File: src/hdl/mahd_pkg.sv
// ----------------------------------------------------------------------------
// MPEG audio header decoder package
// Field widths, header codes, rate tables and reciprocal constants.
// ----------------------------------------------------------------------------
`default_nettype none

package mahd_pkg;

   localparam int unsigned HeaderWidth  = 32;
   localparam int unsigned VersionWidth = 2;
   localparam int unsigned LayerWidth   = 2;
   localparam int unsigned KbpsWidth    = 9;
   localparam int unsigned HzWidth      = 16;
   localparam int unsigned ModeWidth    = 2;
   localparam int unsigned BytesWidth   = 12;
   localparam int unsigned SpfWidth     = 11;
   localparam int unsigned CoefWidth    = 20;
   localparam int unsigned NumerWidth   = 27;
   localparam int unsigned RecipWidth   = 30;
   localparam int unsigned RecipShift   = 44;

   // version code in header
   localparam logic [1:0] VerCodeMpeg25    = 2'b00;
   localparam logic [1:0] VerCodeReserved  = 2'b01;
   localparam logic [1:0] VerCodeMpeg2     = 2'b10;
   localparam logic [1:0] VerCodeMpeg1     = 2'b11;
   // layer code in header
   localparam logic [1:0] LayCodeReserved  = 2'b00;
   localparam logic [1:0] LayCode3         = 2'b01;
   localparam logic [1:0] LayCode2         = 2'b10;
   localparam logic [1:0] LayCode1         = 2'b11;
   localparam logic [1:0] SidxReserved     = 2'b11;
   localparam logic [3:0] BidxFree         = 4'h0;
   localparam logic [3:0] BidxBad          = 4'hF;

   // decoded version / layer numbers
   localparam logic [1:0] VerMpeg1  = 2'd1;
   localparam logic [1:0] VerMpeg2  = 2'd2;
   localparam logic [1:0] VerMpeg25 = 2'd3;
   localparam logic [1:0] Layer1    = 2'd1;
   localparam logic [1:0] Layer2    = 2'd2;
   localparam logic [1:0] Layer3    = 2'd3;

   localparam logic [SpfWidth-1:0] Spf384  = 11'd384;
   localparam logic [SpfWidth-1:0] Spf576  = 11'd576;
   localparam logic [SpfWidth-1:0] Spf1152 = 11'd1152;

   localparam logic [CoefWidth-1:0] CoefL1    = 20'd12000;
   localparam logic [CoefWidth-1:0] CoefL2    = 20'd144000;
   localparam logic [CoefWidth-1:0] CoefL3Low = 20'd72000;

   localparam logic [HzWidth-1:0] Hz44100 = 16'd44100;
   localparam logic [HzWidth-1:0] Hz48000 = 16'd48000;
   localparam logic [HzWidth-1:0] Hz32000 = 16'd32000;

   localparam logic [63:0] RecipOne = 64'd1 << RecipShift;
   localparam logic [RecipWidth-1:0] Recip44100 =
      RecipWidth'((RecipOne + 64'd44099) / 64'd44100);
   localparam logic [RecipWidth-1:0] Recip48000 =
      RecipWidth'((RecipOne + 64'd47999) / 64'd48000);
   localparam logic [RecipWidth-1:0] Recip32000 =
      RecipWidth'((RecipOne + 64'd31999) / 64'd32000);

   typedef logic [KbpsWidth-1:0] kbps_row_type [16];

   localparam kbps_row_type KbpsV1L1 = '{
      9'd0, 9'd32, 9'd64, 9'd96, 9'd128, 9'd160, 9'd192, 9'd224,
      9'd256, 9'd288, 9'd320, 9'd352, 9'd384, 9'd416, 9'd448, 9'd0};
   localparam kbps_row_type KbpsV1L2 = '{
      9'd0, 9'd32, 9'd48, 9'd56, 9'd64, 9'd80, 9'd96, 9'd112,
      9'd128, 9'd160, 9'd192, 9'd224, 9'd256, 9'd320, 9'd384, 9'd0};
   localparam kbps_row_type KbpsV1L3 = '{
      9'd0, 9'd32, 9'd40, 9'd48, 9'd56, 9'd64, 9'd80, 9'd96,
      9'd112, 9'd128, 9'd160, 9'd192, 9'd224, 9'd256, 9'd320, 9'd0};
   localparam kbps_row_type KbpsV2L1 = '{
      9'd0, 9'd32, 9'd48, 9'd56, 9'd64, 9'd80, 9'd96, 9'd112,
      9'd128, 9'd144, 9'd160, 9'd176, 9'd192, 9'd224, 9'd256, 9'd0};
   localparam kbps_row_type KbpsV2L23 = '{
      9'd0, 9'd8, 9'd16, 9'd24, 9'd32, 9'd40, 9'd48, 9'd56,
      9'd64, 9'd80, 9'd96, 9'd112, 9'd128, 9'd144, 9'd160, 9'd0};

endpackage

`default_nettype wire

File: src/hdl/mahd_req_if.sv
// ----------------------------------------------------------------------------
// MPEG audio header decoder request channel
// Valid/ready channel carrying one raw header word.
// ----------------------------------------------------------------------------
`default_nettype none

interface mahd_req_if
   import mahd_pkg::*;
   ();
   logic                   valid;
   logic                   ready;
   logic [HeaderWidth-1:0] header_word;

   modport source (output valid, output header_word, input ready);
   modport sink   (input valid, input header_word, output ready);
endinterface

`default_nettype wire

File: src/hdl/mahd_rsp_if.sv
// ----------------------------------------------------------------------------
// MPEG audio header decoder response channel
// Valid/ready channel carrying the decoded header fields.
// ----------------------------------------------------------------------------
`default_nettype none

interface mahd_rsp_if
   import mahd_pkg::*;
   ();
   logic                    valid;
   logic                    ready;
   logic                    valid_res;
   logic [VersionWidth-1:0] mpeg_version;
   logic [LayerWidth-1:0]   layer_number;
   logic [KbpsWidth-1:0]    bitrate_kbps;
   logic [HzWidth-1:0]      sample_rate_hz;
   logic                    padding;
   logic [ModeWidth-1:0]    channel_mode;
   logic [BytesWidth-1:0]   frame_bytes;
   logic [SpfWidth-1:0]     samples_per_frame;

   modport source (output valid, output valid_res, output mpeg_version,
                   output layer_number, output bitrate_kbps, output sample_rate_hz,
                   output padding, output channel_mode, output frame_bytes,
                   output samples_per_frame, input ready);
   modport sink   (input valid, input valid_res, input mpeg_version,
                   input layer_number, input bitrate_kbps, input sample_rate_hz,
                   input padding, input channel_mode, input frame_bytes,
                   input samples_per_frame, output ready);
endinterface

`default_nettype wire

File: src/hdl/mpeg_audio_header_decoder_top.sv
// ----------------------------------------------------------------------------
// MPEG audio header decoder
// Checks one 32-bit frame header word per cycle unless stalled.
//
// req_if carries one header word per accepted word; rsp_if returns one
// decoded word per request, in order. An illegal header gives valid_res = 0
// and all other fields zero.
// Throughput: one word per cycle unless rsp_if stalls. Four pipeline
// stages (decode/tables, coefficient multiply, reciprocal multiply, frame
// length/output).
// Frame length uses an exact reciprocal multiply by the base sample rate.
// Reset clears all stage valid bits; the pipeline is empty afterwards.
// When rsp_if.ready is low with a word in the output register, the whole
// pipeline holds and req_if.ready drops; nothing is lost or repeated.
// ----------------------------------------------------------------------------
`default_nettype none

module mpeg_audio_header_decoder_top
   import mahd_pkg::*;
(
   input  wire logic   clock,
   input  wire logic   reset,
   mahd_req_if.sink    req_if,
   mahd_rsp_if.source  rsp_if
);

   typedef struct packed {
      logic                    legal;
      logic [VersionWidth-1:0] ver;
      logic [LayerWidth-1:0]   lay;
      logic [KbpsWidth-1:0]    kbps;
      logic [HzWidth-1:0]      hz;
      logic                    pad;
      logic [ModeWidth-1:0]    mode;
      logic [SpfWidth-1:0]     spf;
   } fields_type;

   logic advance;

   // stage 1
   logic                   v1_ff, v1_in;
   fields_type             f1_ff, f1_in;
   logic [CoefWidth-1:0]   coef1_ff, coef1_in;
   logic [1:0]             sidx1_ff, sidx1_in;
   // stage 2
   logic                   v2_ff;
   fields_type             f2_ff;
   logic [NumerWidth-1:0]  numer2_ff, numer2_in;
   logic [RecipWidth-1:0]  recip2_ff, recip2_in;
   // stage 3
   logic                   v3_ff;
   fields_type             f3_ff;
   logic [BytesWidth-1:0]  quot3_ff, quot3_in;
   logic [NumerWidth+RecipWidth-1:0] prod3;
   // stage 4
   logic                   v4_ff;
   fields_type             f4_ff;
   logic [BytesWidth-1:0]  bytes4_ff, bytes4_in;
   logic [BytesWidth-1:0]  qpad3;

   assign advance      = ~v4_ff | rsp_if.ready;
   assign req_if.ready = advance;

   // ---- stage 1: check and table decode
   always_comb begin
      logic [HeaderWidth-1:0]  h;
      logic [1:0]              vi;
      logic [HzWidth-1:0]      base_hz;
      logic [CoefWidth-1:0]    coef;
      h        = req_if.header_word;
      f1_in    = '0;
      coef1_in = '0;
      sidx1_in = h[11:10];
      v1_in    = req_if.valid;
      vi       = 2'd0;
      base_hz  = '0;
      coef     = '0;

      f1_in.legal = (&h[31:21]) && (h[20:19] != VerCodeReserved) &&
                    (h[18:17] != LayCodeReserved) && (h[15:12] != BidxBad) &&
                    (h[15:12] != BidxFree) && (h[11:10] != SidxReserved);

      unique case (h[20:19])
         VerCodeMpeg1:    begin f1_in.ver = VerMpeg1;  vi = 2'd0; end
         VerCodeMpeg2:    begin f1_in.ver = VerMpeg2;  vi = 2'd1; end
         VerCodeMpeg25:   begin f1_in.ver = VerMpeg25; vi = 2'd2; end
         VerCodeReserved: begin f1_in.ver = '0;        vi = 2'd0; end
      endcase

      unique case (h[18:17])
         LayCode1:        f1_in.lay = Layer1;
         LayCode2:        f1_in.lay = Layer2;
         LayCode3:        f1_in.lay = Layer3;
         LayCodeReserved: f1_in.lay = '0;
      endcase

      priority if (vi == 2'd0) begin
         unique case (f1_in.lay)
            Layer1:  f1_in.kbps = KbpsV1L1[h[15:12]];
            Layer2:  f1_in.kbps = KbpsV1L2[h[15:12]];
            default: f1_in.kbps = KbpsV1L3[h[15:12]];
         endcase
      end else if (f1_in.lay == Layer1) begin
         f1_in.kbps = KbpsV2L1[h[15:12]];
      end else begin
         f1_in.kbps = KbpsV2L23[h[15:12]];
      end

      unique case (h[11:10])
         2'd0:    base_hz = Hz44100;
         2'd1:    base_hz = Hz48000;
         default: base_hz = Hz32000;
      endcase
      f1_in.hz = base_hz >> vi;

      unique case (f1_in.lay)
         Layer1:  begin coef = CoefL1; f1_in.spf = Spf384; end
         Layer2:  begin coef = CoefL2; f1_in.spf = Spf1152; end
         default: begin
            coef      = (vi == 2'd0) ? CoefL2 : CoefL3Low;
            f1_in.spf = (vi == 2'd0) ? Spf1152 : Spf576;
         end
      endcase
      coef1_in   = coef << vi;
      f1_in.pad  = h[9];
      f1_in.mode = h[7:6];

      if (!f1_in.legal) begin
         f1_in    = '0;
         coef1_in = '0;
      end
   end

   // ---- stage 2: numerator and reciprocal select
   assign numer2_in = NumerWidth'(coef1_ff) * NumerWidth'(f1_ff.kbps);

   always_comb begin
      unique case (sidx1_ff)
         2'd0:    recip2_in = Recip44100;
         2'd1:    recip2_in = Recip48000;
         default: recip2_in = Recip32000;
      endcase
   end

   // ---- stage 3: quotient by reciprocal multiply
   assign prod3    = numer2_ff * recip2_ff;
   assign quot3_in = prod3[RecipShift+BytesWidth-1:RecipShift];

   // ---- stage 4: frame length
   assign qpad3     = quot3_ff + BytesWidth'(f3_ff.pad);
   assign bytes4_in = (f3_ff.lay == Layer1) ? (qpad3 << 2) : qpad3;

   always_ff @(posedge clock) begin
      if (reset) begin
         v1_ff <= 1'b0;
         v2_ff <= 1'b0;
         v3_ff <= 1'b0;
         v4_ff <= 1'b0;
      end else if (advance) begin
         v1_ff <= v1_in;
         v2_ff <= v1_ff;
         v3_ff <= v2_ff;
         v4_ff <= v3_ff;
      end
   end

   always_ff @(posedge clock) begin
      if (advance) begin
         f1_ff     <= f1_in;
         coef1_ff  <= coef1_in;
         sidx1_ff  <= sidx1_in;
         f2_ff     <= f1_ff;
         numer2_ff <= numer2_in;
         recip2_ff <= recip2_in;
         f3_ff     <= f2_ff;
         quot3_ff  <= quot3_in;
         f4_ff     <= f3_ff;
         bytes4_ff <= bytes4_in;
      end
   end

   assign rsp_if.valid             = v4_ff;
   assign rsp_if.valid_res         = f4_ff.legal;
   assign rsp_if.mpeg_version      = f4_ff.ver;
   assign rsp_if.layer_number      = f4_ff.lay;
   assign rsp_if.bitrate_kbps      = f4_ff.kbps;
   assign rsp_if.sample_rate_hz    = f4_ff.hz;
   assign rsp_if.padding           = f4_ff.pad;
   assign rsp_if.channel_mode      = f4_ff.mode;
   assign rsp_if.frame_bytes       = bytes4_ff;
   assign rsp_if.samples_per_frame = f4_ff.spf;

endmodule

`default_nettype wire
File: src/flat_wrapper.sv
// flat-port wrapper written by rule: the top's interface ports become plain ports
module mpeg_audio_header_decoder_top_flat import mahd_pkg::*;
  (clock, reset, req_if_valid, req_if_header_word, req_if_ready, rsp_if_valid, rsp_if_valid_res, rsp_if_mpeg_version, rsp_if_layer_number, rsp_if_bitrate_kbps, rsp_if_sample_rate_hz, rsp_if_padding, rsp_if_channel_mode, rsp_if_frame_bytes, rsp_if_samples_per_frame, rsp_if_ready);
  mahd_req_if req_if_i ();
  mahd_rsp_if rsp_if_i ();
  input  wire logic clock;
  input  wire logic reset;
  input wire logic [$bits(req_if_i.valid)-1:0] req_if_valid;
  input wire logic [$bits(req_if_i.header_word)-1:0] req_if_header_word;
  output wire logic [$bits(req_if_i.ready)-1:0] req_if_ready;
  output wire logic [$bits(rsp_if_i.valid)-1:0] rsp_if_valid;
  output wire logic [$bits(rsp_if_i.valid_res)-1:0] rsp_if_valid_res;
  output wire logic [$bits(rsp_if_i.mpeg_version)-1:0] rsp_if_mpeg_version;
  output wire logic [$bits(rsp_if_i.layer_number)-1:0] rsp_if_layer_number;
  output wire logic [$bits(rsp_if_i.bitrate_kbps)-1:0] rsp_if_bitrate_kbps;
  output wire logic [$bits(rsp_if_i.sample_rate_hz)-1:0] rsp_if_sample_rate_hz;
  output wire logic [$bits(rsp_if_i.padding)-1:0] rsp_if_padding;
  output wire logic [$bits(rsp_if_i.channel_mode)-1:0] rsp_if_channel_mode;
  output wire logic [$bits(rsp_if_i.frame_bytes)-1:0] rsp_if_frame_bytes;
  output wire logic [$bits(rsp_if_i.samples_per_frame)-1:0] rsp_if_samples_per_frame;
  input wire logic [$bits(rsp_if_i.ready)-1:0] rsp_if_ready;
  assign req_if_i.valid = req_if_valid;
  assign req_if_i.header_word = req_if_header_word;
  assign req_if_ready = req_if_i.ready;
  assign rsp_if_valid = rsp_if_i.valid;
  assign rsp_if_valid_res = rsp_if_i.valid_res;
  assign rsp_if_mpeg_version = rsp_if_i.mpeg_version;
  assign rsp_if_layer_number = rsp_if_i.layer_number;
  assign rsp_if_bitrate_kbps = rsp_if_i.bitrate_kbps;
  assign rsp_if_sample_rate_hz = rsp_if_i.sample_rate_hz;
  assign rsp_if_padding = rsp_if_i.padding;
  assign rsp_if_channel_mode = rsp_if_i.channel_mode;
  assign rsp_if_frame_bytes = rsp_if_i.frame_bytes;
  assign rsp_if_samples_per_frame = rsp_if_i.samples_per_frame;
  assign rsp_if_i.ready = rsp_if_ready;
  mpeg_audio_header_decoder_top u_core (.clock(clock), .reset(reset), .req_if(req_if_i), .rsp_if(rsp_if_i));
endmodule
File: config.mk
export PLATFORM = sky130hd
export DESIGN_NAME = mpeg_audio_header_decoder_top_flat
export DESIGN_NICKNAME = d
export VERILOG_FILES = /design/src/hdl/mahd_pkg.sv /design/src/hdl/mahd_req_if.sv /design/src/hdl/mahd_rsp_if.sv /design/src/hdl/mpeg_audio_header_decoder_top.sv /design/src/flat_wrapper.sv
export SDC_FILE = /design/constraint.sdc
export NUM_CORES = 1
export LEC_CHECK = 0
export BUFFER_PORTS_ARGS = -buffer_cell sky130_fd_sc_hd__buf_2
export CORE_ASPECT_RATIO = 0.8
export CORE_MARGIN = 2
export CORE_UTILIZATION = 45
export CTS_BUF_LIST = sky130_fd_sc_hd__clkbuf_4 sky130_fd_sc_hd__clkbuf_8
export DETAILED_ROUTE_END_ITERATION = 7
export GPL_TIMING_DRIVEN = 1
export SKIP_LAST_GASP = 1
export SLEW_MARGIN = 20
export SYNTH_ARGS = -nofsm -noshare
export SYNTH_HDL_FRONTEND = slang
export SYNTH_SLANG_ARGS = --single-unit
File: constraint.sdc
create_clock -name clock -period 9.1 [get_ports clock]
set_input_delay 1.82 -clock clock [delete_from_list [all_inputs] [get_ports clock]]
set_output_delay 1.82 -clock clock [all_outputs]
set_load 0.05 [all_outputs]
======== Yosys cells after proc, flatten, opt, wreduce, memory -nomap -nowiden ========
Memories as Yosys holds them, arrays and structs flattened.
Cells that the tools add are included.
cells by class
  add/subtract/negate cells ............... 1
  multiply operators ...................... 2
  order comparisons ....................... 1
  equal/unequal tests ..................... 14
  shift-type cells ........................ 2
  multiplexer cells ....................... 24
  bitwise gates (word level) .............. 3
  reduce and logical (&&, ||, !) cells .... 14
operator list
  cell                                                                   count
  9-bit two-way mux                                                      12
  30-bit case mux with 2 select lines                                    1
  27-bit by 30-bit multiplier with 56-bit output                         1
  44-bit two-way mux                                                     1
  20-bit case mux with 2 select lines                                    1
  16-bit case mux with 2 select lines                                    1
  20-bit by 9-bit multiplier with 27-bit output                          1
  11-bit case mux with 2 select lines                                    1
  20-bit by 2-bit << shifter with 20-bit output                          1
  18-bit two-way mux                                                     1
  9-bit case mux with 2 select lines                                     1
  2-bit case mux with 4 select lines                                     2
  16-bit by 2-bit right shift with 16-bit output                         1
  12-bit by 1-bit adder with 12-bit output                               1
  2-bit by 1-bit equality test with 1-bit output, second input constant  6
  12-bit two-way mux                                                     1
  11-bit two-way mux                                                     1
  11-bit AND reduction                                                   1
  2-bit equality test, second input constant                             5
  2-bit zero test                                                        5
  2-bit case mux with 3 select lines                                     1
  5-bit >= comparator, second input constant                             1
  1-bit logical AND                                                      5
  4-bit inverter with 5-bit output                                       1
  8 further kinds                                                        8
storage, ports and cells
  register bits after elaboration ......... 283
  memory bits (read-only) ................. 720
  input bits .............................. 36
  output and inout bits ................... 58
  memories kept ........................... 5
memory list
  memory           words  width  read ports  clocked after memory_dff  write ports  RTL line                              text
  (no name shown)  16     9      1           0                         0            mpeg_audio_header_decoder_top.sv:106  f1_in.kbps = KbpsV2L23[h[15:12]];
  (no name shown)  16     9      1           0                         0            mpeg_audio_header_decoder_top.sv:104  f1_in.kbps = KbpsV2L1[h[15:12]];
  (no name shown)  16     9      1           0                         0            mpeg_audio_header_decoder_top.sv:100  Layer2: f1_in.kbps = KbpsV1L2[h[15:12]];
  (no name shown)  16     9      1           0                         0            mpeg_audio_header_decoder_top.sv:101  default: f1_in.kbps = KbpsV1L3[h[15:12]];
  (no name shown)  16     9      1           0                         0            mpeg_audio_header_decoder_top.sv:99   Layer1: f1_in.kbps = KbpsV1L1[h[15:12]];

======== Depth between registers and ports, before layout ========
Gate-level depths: netlist of the first run.
  depth after elaboration ................. 7
  depth in mapped cells ................... 25
  depth with buffers taken out ............ 23

======== Least setup slack after synthesis of the first run ========
Ideal clock, no wire load.
  path kind ............................... in2out
  start point ............................. input rsp_if_ready
  end point ............................... output req_if_ready
  arrival ................................. 6.199 ns
  slack ................................... 1.081 ns
  stages .................................. 3
  path buffers ............................ 1
  cells stage by stage .................... nor2b_1 clkbuf_1 inv_1
between the ends
  word-level cells in the longest chain between the ends .. 1
RTL lines
  element          RTL line                             text
  start, declared  flat_wrapper.sv:21                   input wire logic [$bits(rsp_if_i.ready)-1:0] rsp_if_ready;
  1-bit OR         mpeg_audio_header_decoder_top.sv:61  assign advance = ~v4_ff | rsp_if.ready;
  end, declared    flat_wrapper.sv:10                   output wire logic [$bits(req_if_i.ready)-1:0] req_if_ready;
No other way between the ends.

======== Final worst setup path of the first run ========
  start point ............................. register u_core.recip2_ff[28]
  end point ............................... register u_core.quot3_ff[5], data pin
between the ends
  word-level cells in the longest chain between the ends .. 1
RTL lines
  element                                         RTL line                              text
  start, declared                                 mpeg_audio_header_decoder_top.sv:49   logic [RecipWidth-1:0] recip2_ff, recip2_in;
  start signal, assigned                          mpeg_audio_header_decoder_top.sv:174  recip2_ff <= recip2_in;
  27-bit by 30-bit multiplier with 56-bit output  mpeg_audio_header_decoder_top.sv:146  assign prod3 = numer2_ff * recip2_ff;
  via u_core.prod3[49]                            mpeg_audio_header_decoder_top.sv:54   logic [NumerWidth+RecipWidth-1:0] prod3;
  end signal, assigned                            mpeg_audio_header_decoder_top.sv:176  quot3_ff <= quot3_in;
  end, declared                                   mpeg_audio_header_decoder_top.sv:53   logic [BytesWidth-1:0] quot3_ff, quot3_in;
The timed path passes the listed nets, and every way through them passes these cells.
A chain may end at the register's enable or synchronous reset.

==> out/qor.txt, run 1 <==
Synth area leaders -> fa_1, edfxtp_1, ha_1, inv_1, nand2_1
Sw Pwr -> 641 uW
Nets -> 3045
Num rows -> 76
Hold Startpoint -> u_core.f1_ff[10]
Final Hold Viols -> 0
Initial core utilization -> 45.5%
GP Congestion -> 0.940
CTS buffer count -> 34
Drt wl/cell -> 18.4 um
Lkg Pwr -> 14.2 nW
Clock skew -> 0.0455 ns
Cts hold-fix bufs -> 0
Crit path time final -> 7.58 ns
Drt first pass iters -> 5
Dpl hpwl -> 46700 um
Clock Latency Late Sink -> 0.56 ns
Clk Tree Root Cell -> clkbuf_8
Reg-to-Reg Start -> u_core.recip2_ff[28]
Int Pwr -> 1.60 mW
Synth warn -> 0
Post-Syn Instances -> 2217
I/O pin cnt -> 94
Endpoints failing setup -> 0
CP most frequent cell -> fa_1
Synth top area share -> 34.4%
Sequential area share after synthesis -> 25.1%
Port Buffers -> 76
EDFF count, synth -> 202
Fin crit share -> 83.3%
Unrepaired setup endpoints after global routing -> no
HP Class -> register to register
Sequential share of power -> 49.2%
Slew @ Worst Pin -> 1.00 ns
Ant diodes -> 0
Largest fanout on the critical path -> 20
Vias -> 15400
Slew Limit Fails -> 0
Top-count cell post-synth -> inv_1
Post-synth design cell area -> 24500 um^2
CP Capture Type -> register
Comb pwr share -> 16.5%
Clk buf depth -> 3
Avg Synthesized Cell Area -> 11.0 um^2
Number of global-route vias before repair -> 16400
Status -> finished clean
Max Freq -> 0.132 GHz
Setup bufs post-CTS -> 0
Sw Ratio -> 28.6%
Crit path cell chain -> nand2_1, inv_1, fa_1, inv_1, fa_1, fa_1, inv_1, fa_1, fa_1, fa_1, ha_1, ha_1, and4_1, nand4_1, o21bai_1, a21oi_1, a21oi_2, a311oi_2, a21oi_1, xnor2_1
Crit path kind -> register to register
Fraction of registers with async set/reset -> 0%
Clock sinks -> 206
Drc violations -> 0
Area delta synth->final -> 7.02%
Critical Path Start Type -> register
Starting DRC count in detailed routing -> 1002
Gates resized, CTS repair -> 0
Post-synthesis register bit count -> 206
TritonCTS clock tree -> done
Reg clk slew, reported paths -> 0.06 ns
Die span in x -> 265 um
Fill cells -> 4896
Placed cell count -> 2951
Core area -> 53800 um^2
PD cells -> 85.7 nW/um^2
Pin count of the biggest net entering global routing -> 83
Cell Count, Final, Fillers Out -> 3008
Cell variety after synth -> 68
Slowest stage delay, CP -> 0.96 ns
DRT Wirelength -> 55300 um
Min Hold Slack -> 0.416 ns
Worst VDD drop -> 0.109 mV
Slowest cell on the critical path -> edfxtp_1
CP bufs+invs -> 3
Post-synth top flop -> edfxtp_1
Setup crit start -> u_core.recip2_ff[28]
Setup TNS -> 0 ns
Delay-heaviest family, CP -> adder cells
Area leader, netlist -> fa_1
Top cells by count, synth -> inv_1, fa_1, ha_1
First-pass GRT wire length -> 89200 um
Total global-route track usage -> 20.6%
Worst EP arrival -> 7.84 ns
Via density -> 5.10
Antenna viol nets, final -> 0
Rel. slew slack -> 33.2%
Layout cells sized above 1 -> 6.72%
DIE AREA -> 56300 um^2
Chip Height -> 213 um
Maxcap violations -> 0
Clock Power Share -> 34.3%
Gr ovfl total -> 0
Initial antenna violation count -> 0
Critical path required time -> 9.37 ns
H-tree Lvls -> 2
sequential cells by signal, summed over array words and instances (netlist names), 2 cells and up:
register and cells:
u_core.quot3_ff 12, u_core.rsp_if.layer_number 2, u_core.rsp_if.frame_bytes 12, u_core.f1_ff 34, u_core.rsp_if.bitrate_kbps 6, u_core.numer2_ff 19
u_core.f2_ff 34, u_core.coef1_ff 15, u_core.rsp_if.channel_mode 2, u_core.rsp_if.mpeg_version 2, u_core.rsp_if.sample_rate_hz 16, u_core.f3_ff 34
u_core.sidx1_ff 2, u_core.rsp_if.samples_per_frame 4, u_core.recip2_ff 6
cells in the final DEF (no fill, tap or decap), types with 15 or more instances in the layout:
cell type	synthesis	routed
inv_1	546	545
xor2_1	15	15
and2_1	71	71
fa_1	420	420
clkbuf_8	0	34
a21oi_1	62	62
nor3_1	25	25
xnor2_1	36	36
buf_2	1	76
ha_1	304	304
nand3_1	19	19
nor2_1	68	68
edfxtp_1	202	202
nand2_1	206	206
o21ai_0	32	32
logic make-up (layout without fill, tap and decap cells):
group	after synthesis	in the layout	share of synthesized area, %
other	1	9	0.0153
XOR/XNOR	51	51	1.83
buffers and inverters	605	686	9.44
AO/OA/AOI/OAI	187	187	5.15
adder cells (fa/ha/maj)	724	724	49.9
multiplexers	7	7	0.291
AND/OR/NAND/NOR	436	436	8.24
flip-flops	206	206	25.1
per-stage QoR:
| stage | area (um^2) | total power [mW] | setup slack [ns] | util (%) |
|---|---|---|---|---|
| 4_1_cts | 26200 | 2.28 | 1.52 | 48.6 |
| 5_1_grt | 26200 | 2.36 | 1.15 | 48.6 |
| 3_3_place_gp | 25600 | 1.49 | 1.63 | 47.5 |
| 3_5_place_dp | 25600 | 1.49 | 1.54 | 47.5 |
| 2_1_floorplan | 24500 | 1.39 | 1.08 | - |
| 6_report | 26200 | 2.24 | 1.52 | 48.6 |
per-layer routing:
metal	track usage, %	vias to the layer above	part of all wire [%]
li1	-	7119	-
met1	30.1	7753	47
met2	31.8	417	45
met3	3.78	61	6.6
met4	4.91	2	2.1
met5	0.785	-	0.10
worst paths after layout:
path                         to  slack (ns)  depth (start not counted)
max          u_core.quot3_ff[5]        1.52                         20
min            u_core.f2_ff[10]        0.42                          0
max reg2reg  u_core.quot3_ff[5]        1.52                         20
min reg2reg    u_core.f2_ff[10]        0.42                          0
power groups by stage:
stage / clock (mW) / sequential (mW) / combinational (mW)
3_3_place_gp: 0 / 1.12 / 0.363
3_5_place_dp: 0 / 1.12 / 0.371
4_1_cts: 0.803 / 1.10 / 0.375
5_1_grt: 0.837 / 1.11 / 0.420
6_report: 0.769 / 1.10 / 0.370
2_1_floorplan: 0 / 1.16 / 0.239
cell type report:
| cell class | instances | area, um^2 | share of cell area [%] |
|---|---|---|---|
| Multi-Input combinational cell | 1414 | 16000 | 61.3 |
| Clock inverter | 18 | 128 | 0.487 |
| Inverter | 549 | 2070 | 7.90 |
| Sequential cell | 206 | 6150 | 23.5 |
| Tap cell | 702 | 878 | 3.35 |
| Clock buffer | 39 | 505 | 1.93 |
| Timing Repair Buffer | 80 | 410 | 1.57 |
Note: power is estimated with default switching activity, not from simulation.
==> run 2: changes to the inputs <==
==> constraint.sdc (replaced) <==
create_clock -name clock -period 7.8 [get_ports clock]
set_input_delay 1.56 -clock clock [delete_from_list [all_inputs] [get_ports clock]]
set_output_delay 1.56 -clock clock [all_outputs]
set_load 0.05 [all_outputs]
==> run 2 against run 1 <==
  * Flip-flop and latch count unchanged
  * Sequential power up 17%
  * Fmax up 3.6%
  * Final area up 0.88%
  * First-iteration DRC count up 10%
  * Cell count up 0.63%
  * Sequential share of layout area down 0.21 points
  * Combinational power up 18%
  * Critical path depth down 1
  * Critical path type unchanged
  * Largest cell class unchanged
  * Highest routed layer is now met4
==> out/qor.txt, run 2 (synthesis results as in run 1) <==
Comb pwr share -> 15.7%
FF-to-FF End -> u_core.quot3_ff[11]
Setup crit start -> u_core.recip2_ff[9]
Sw Ratio -> 27.8%
Status -> finished clean
Unrepaired setup endpoints after global routing -> no
Endpoints failing setup -> 0
Fill cells -> 4859
Post-route met1 wirelength -> 26200 um
Clock sinks -> 206
Int Pwr -> 2.00 mW
Num rows -> 76
Rel. slew slack -> 31.4%
Initial core utilization -> 45.5%
Die span in x -> 265 um
Slew Limit Fails -> 0
Reg clk slew, reported paths -> 0.06 ns
Sw Pwr -> 771 uW
Initial antenna violation count -> 0
Pin count of the biggest net entering global routing -> 141
R2R cell count -> 19
Core area -> 53800 um^2
Cts hold-fix bufs -> 0
First-pass GRT wire length -> 91000 um
Sequential share of power -> 46.4%
Layout cells sized above 1 -> 7.61%
CTS buffer count -> 35
Ant diodes -> 0
H-tree Lvls -> 2
Clock skew -> 0.0505 ns
Crit path kind -> register to register
Port Buffers -> 76
Worst VDD drop -> 0.127 mV
DIE AREA -> 56300 um^2
Reg-to-Reg Start -> u_core.recip2_ff[9]
Setup bufs post-CTS -> 0
Setup TNS -> 0 ns
R2R Setup Slk -> 0.49 ns
Drc violations -> 0
Worst EP arrival -> 7.66 ns
Largest fanout on the critical path -> 13
Gr ovfl total -> 0
Number of global-route vias before repair -> 16700
DRT Wirelength -> 56400 um
Most common cell after layout, fill and taps aside -> inv_1
Gates resized, CTS repair -> 0
Final Hold Viols -> 0
Placed cell count -> 2963
Cell Count, Final, Fillers Out -> 3027
Critical Path Start Type -> register
HP Class -> register to register
I/O pin cnt -> 94
Area delta synth->final -> 7.96%
Top Layer Used -> met4
Clk buf depth -> 3
CP Capture Type -> register
Critical path required time -> 8.14 ns
Met3 wire length -> 3490 um
Dpl hpwl -> 48000 um
Most frequent cells in the layout -> inv_1, fa_1, ha_1
Drt first pass iters -> 7
Maxcap violations -> 0
Drt wl/cell -> 18.6 um
GP Congestion -> 0.949
Critical path capture point -> u_core.quot3_ff[11]
Nets -> 3058
Via density -> 5.10
Antenna viol nets, final -> 0
Clk Tree Root Cell -> clkbuf_8
Fin crit share -> 93.8%
TritonCTS clock tree -> done
Max Freq -> 0.137 GHz
Clock Latency Late Sink -> 0.55 ns
Starting DRC count in detailed routing -> 1102
PD cells -> 105 nW/um^2
Total global-route track usage -> 21.1%
Vias -> 15400
Slew @ Worst Pin -> 1.03 ns
Chip Height -> 213 um
Largest registers -> u_core.f1_ff x34, u_core.f2_ff x34, u_core.f3_ff x34
Clock Power Share -> 37.8%
Lkg Pwr -> 14.3 nW
Crit path time final -> 7.31 ns
DR WL met2 -> 25600 um
==> run 2: final cells by class <==
type,instances,area (um^2),area share [%]
inverters,549,2070,7.83
well taps,702,878,3.33
repair buffers,92,513,1.94
clock inverters,21,220,0.834
flip-flops and latches,206,6150,23.3
multi-input cells,1414,16000,60.8
clock buffers,43,542,2.05
==> run 2: worst min-delay path by stage <==
stage          cells past startpoint        startpoint                            end
4_1_cts                            0  u_core.f1_ff[11]               u_core.f2_ff[11]
3_5_place_dp                       0  u_core.f1_ff[22]               u_core.f2_ff[22]
6_report                           0  u_core.f1_ff[11]               u_core.f2_ff[11]
3_3_place_gp                       0  u_core.f3_ff[11]  u_core.rsp_if.channel_mode[0]
2_1_floorplan                      0  u_core.f1_ff[10]               u_core.f2_ff[10]
5_1_grt                            0  u_core.f1_ff[12]               u_core.f2_ff[12]
==> run 2: stage by stage <==
stage	setup slack, ns	instance area (um^2)	utilization (%)	total power, mW	hold slack, ns
finish	0.487	26400	49.1	2.77	0.379
floorplan	0.301	24500	-	1.63	0.400
detailed placement	0.541	25700	47.7	1.75	0.405
CTS	0.458	26400	49.1	2.81	0.371
global placement	0.633	25700	47.7	1.74	0.401
global route	0.134	26400	49.1	2.91	0.383
==> run 2: routing by layer <==
layer | GRT usage (%) | up-vias
met5 | 0 | -
met4 | 4.52 | 0
met3 | 3.79 | 66
met2 | 33.7 | 390
met1 | 30.1 | 7836
li1 | - | 7140
==> run 2: power groups by stage <==
stage | clock [mW] | combinational [mW] | sequential, mW
2_1_floorplan | 0 | 0.279 | 1.35
3_3_place_gp | 0 | 0.428 | 1.31
3_5_place_dp | 0 | 0.438 | 1.31
4_1_cts | 1.08 | 0.442 | 1.29
5_1_grt | 1.12 | 0.495 | 1.29
6_report | 1.05 | 0.437 | 1.29
==> run 2: worst max-delay path, stage by stage (launching register included) <==
cell	delay, ns
edfxtp_1	0.87
buf_4	0.34
nand2_1	0.21
fa_1	0.56
inv_1	0.06
fa_1	0.55
fa_1	0.43
fa_1	0.46
fa_1	0.52
fa_1	0.42
ha_1	0.31
ha_1	0.31
a21oi_1	0.26
o22ai_1	0.15
nor3_1	0.48
o32ai_1	0.21
a21oi_2	0.31
a21o_2	0.24
mux2i_1	0.10
a2111oi_2	0.33
==> run 3: changes to the inputs <==
--- a/config.mk
+++ b/config.mk
@@ -12,6 +12,7 @@
 export CTS_BUF_LIST = sky130_fd_sc_hd__clkbuf_4 sky130_fd_sc_hd__clkbuf_8
 export DETAILED_ROUTE_END_ITERATION = 7
 export GPL_TIMING_DRIVEN = 1
+export PLACE_DENSITY_LB_ADDON = 0.2
 export SKIP_LAST_GASP = 1
 export SLEW_MARGIN = 20
 export SYNTH_ARGS = -nofsm -noshare
==> run 3 against run 2 <==
  * First-iteration DRC count is 7.4% lower
  * Flip-flop and latch count stayed put
  * Sequential power hardly changed
  * Worst setup slack worse by 0.026 ns
  * Sequential share of layout area is 0.073 points higher
  * Count of clock-buffer cells in the layout is 1 higher
  * Global-route usage is 0.16 points higher
  * Hold slack better by 0.0050 ns
  * Critical path depth is 3 higher
  * Register-to-register slack worse by 0.03 ns
  * Core utilization is 0.15 points lower
==> out/qor.txt, run 3 (synthesis results as in run 1) <==
Worst EP arrival -> 7.71 ns
GP Congestion -> 0.981
Largest registers -> u_core.f1_ff x34, u_core.f2_ff x34, u_core.f3_ff x34
First-pass GRT wire length -> 92000 um
Starting DRC count in detailed routing -> 1021
Total global-route track usage -> 21.2%
Largest fanout on the critical path -> 10
Endpoints failing setup -> 0
Antenna viol nets, final -> 0
Number of global-route vias before repair -> 16500
Num rows -> 76
Initial core utilization -> 45.5%
Util after Layout -> 48.9%
CTS buffer count -> 31
Placed cell count -> 2968
Slew @ Worst Pin -> 1.01 ns
CP bufs+invs -> 3
Setup TNS -> 0 ns
Final Hold Viols -> 0
H-tree Lvls -> 1
PD cells -> 101 nW/um^2
Initial antenna violation count -> 1
Reg clk slew, reported paths -> 0.06 ns
I/O pin cnt -> 94
Pin count of the biggest net entering global routing -> 90
Fill cells -> 4927
Layout cells sized above 1 -> 7.62%
Vias -> 15400
Maxcap violations -> 0
Most common cell after layout, fill and taps aside -> inv_1
R2R cell count -> 22
Critical Path Start Type -> register
Setup bufs post-CTS -> 0
Cts hold-fix bufs -> 0
Slowest cell on the critical path -> edfxtp_1
Via density -> 5.11
Delay-heaviest family, CP -> adder cells
Clk Tree Root Cell -> clkbuf_8
Rel. slew slack -> 32.5%
Gates resized, CTS repair -> 0
Clock skew -> 0.0581 ns
Gr ovfl total -> 0
Number of cells on the critical path -> 22
Clock sinks -> 206
Core area -> 53800 um^2
Slowest stage delay, CP -> 0.60 ns
DRT Wirelength -> 57000 um
Critical path required time -> 8.17 ns
TritonCTS clock tree -> done
Fin crit share -> 94.1%
Ant diodes -> 0
HP Class -> register to register
DIE AREA -> 56300 um^2
Nets -> 3059
Port Buffers -> 76
Status -> finished clean
Crit path cell chain -> buf_4, buf_4, nand2_1, clkinv_1, xnor2_1, ha_1, or2_2, fa_1, fa_1, fa_1, fa_1, fa_1, ha_1, ha_1, a21oi_1, o22ai_1, a2111oi_4, o32ai_1, a21oi_2, a21o_2, mux2i_1, a2111oi_2
Chip Height -> 213 um
Crit path kind -> register to register
Max Freq -> 0.136 GHz
Worst VDD drop -> 0.152 mV
Die span in x -> 265 um
CP Capture Type -> register
Drc violations -> 0
Most frequent cells in the layout -> inv_1, fa_1, ha_1
Drt wl/cell -> 18.8 um
Drt first pass iters -> 5
Clock Latency Late Sink -> 0.61 ns
CP most frequent cell -> fa_1
Lkg Pwr -> 14.3 nW
Clk buf depth -> 3
Crit path time final -> 7.34 ns
FF/Latch Area -> 6150 um^2
Cell Count, Final, Fillers Out -> 3024
Dpl hpwl -> 48800 um
Unrepaired setup endpoints after global routing -> no
Slew Limit Fails -> 0
Area delta synth->final -> 7.62%
Multi-input gate area in the final layout -> 16000 um^2
Hold path cells -> 0
## run 3: cell types whose count changed in the layout (fill, tap and decap cells not counted), moves of 2 or more
cell,delta
buf_4,+5
bufinv_16,-2
clkbuf_4,+3
clkbuf_8,-2
clkinv_1,-3
inv_6,-2
## run 3: area by class of cell
class / count / share of cell area [%]
clock buffers: 44 / 2.04
clock inverters: 12 / 0.432
inverters: 549 / 7.85
multi-input cells: 1414 / 60.9
flip-flops and latches: 206 / 23.3
well taps: 702 / 3.34
repair buffers: 97 / 2.06
## run 3: path summary, 6_finish.rpt
check / slack (ns) / startpoint / to
min: 0.38 / u_core.f1_ff[28] / u_core.f2_ff[28]
min reg2reg: 0.38 / u_core.f1_ff[28] / u_core.f2_ff[28]
max reg2reg: 0.46 / u_core.recip2_ff[28] / u_core.quot3_ff[11]
max: 0.46 / u_core.recip2_ff[28] / u_core.quot3_ff[11]
## run 3: through the flow
step / setup WS [ns] / instance area [um^2] / hold WS [ns] / total power, mW
final: 0.461 / 26300 / 0.384 / 2.66
after global routing: 0.160 / 26300 / 0.397 / 2.79
after CTS: 0.490 / 26300 / 0.377 / 2.69
after detailed placement: 0.555 / 25700 / 0.405 / 1.75
after global placement: 0.526 / 25700 / 0.401 / 1.74
after floorplan: 0.301 / 24500 / 0.400 / 1.63
## run 3: metal layers
layer / part of all wire [%] / wire, um / vias to the layer above / global-route usage, %
li1: - / - / 7137 / -
met1: 47 / 26600 / 7811 / 31.4
met2: 45 / 25600 / 428 / 33.2
met3: 6.7 / 3810 / 62 / 3.91
met4: 1.7 / 950 / 2 / 3.53
met5: 0.016 / 9 / - / 0
## run 3: power breakdown
part           internal [mW]  switching (mW)  total, mW
Combinational          0.154           0.293      0.446
Clock                  0.511           0.413      0.924
Sequential              1.25          0.0345       1.29
Total                   1.92           0.741       2.66
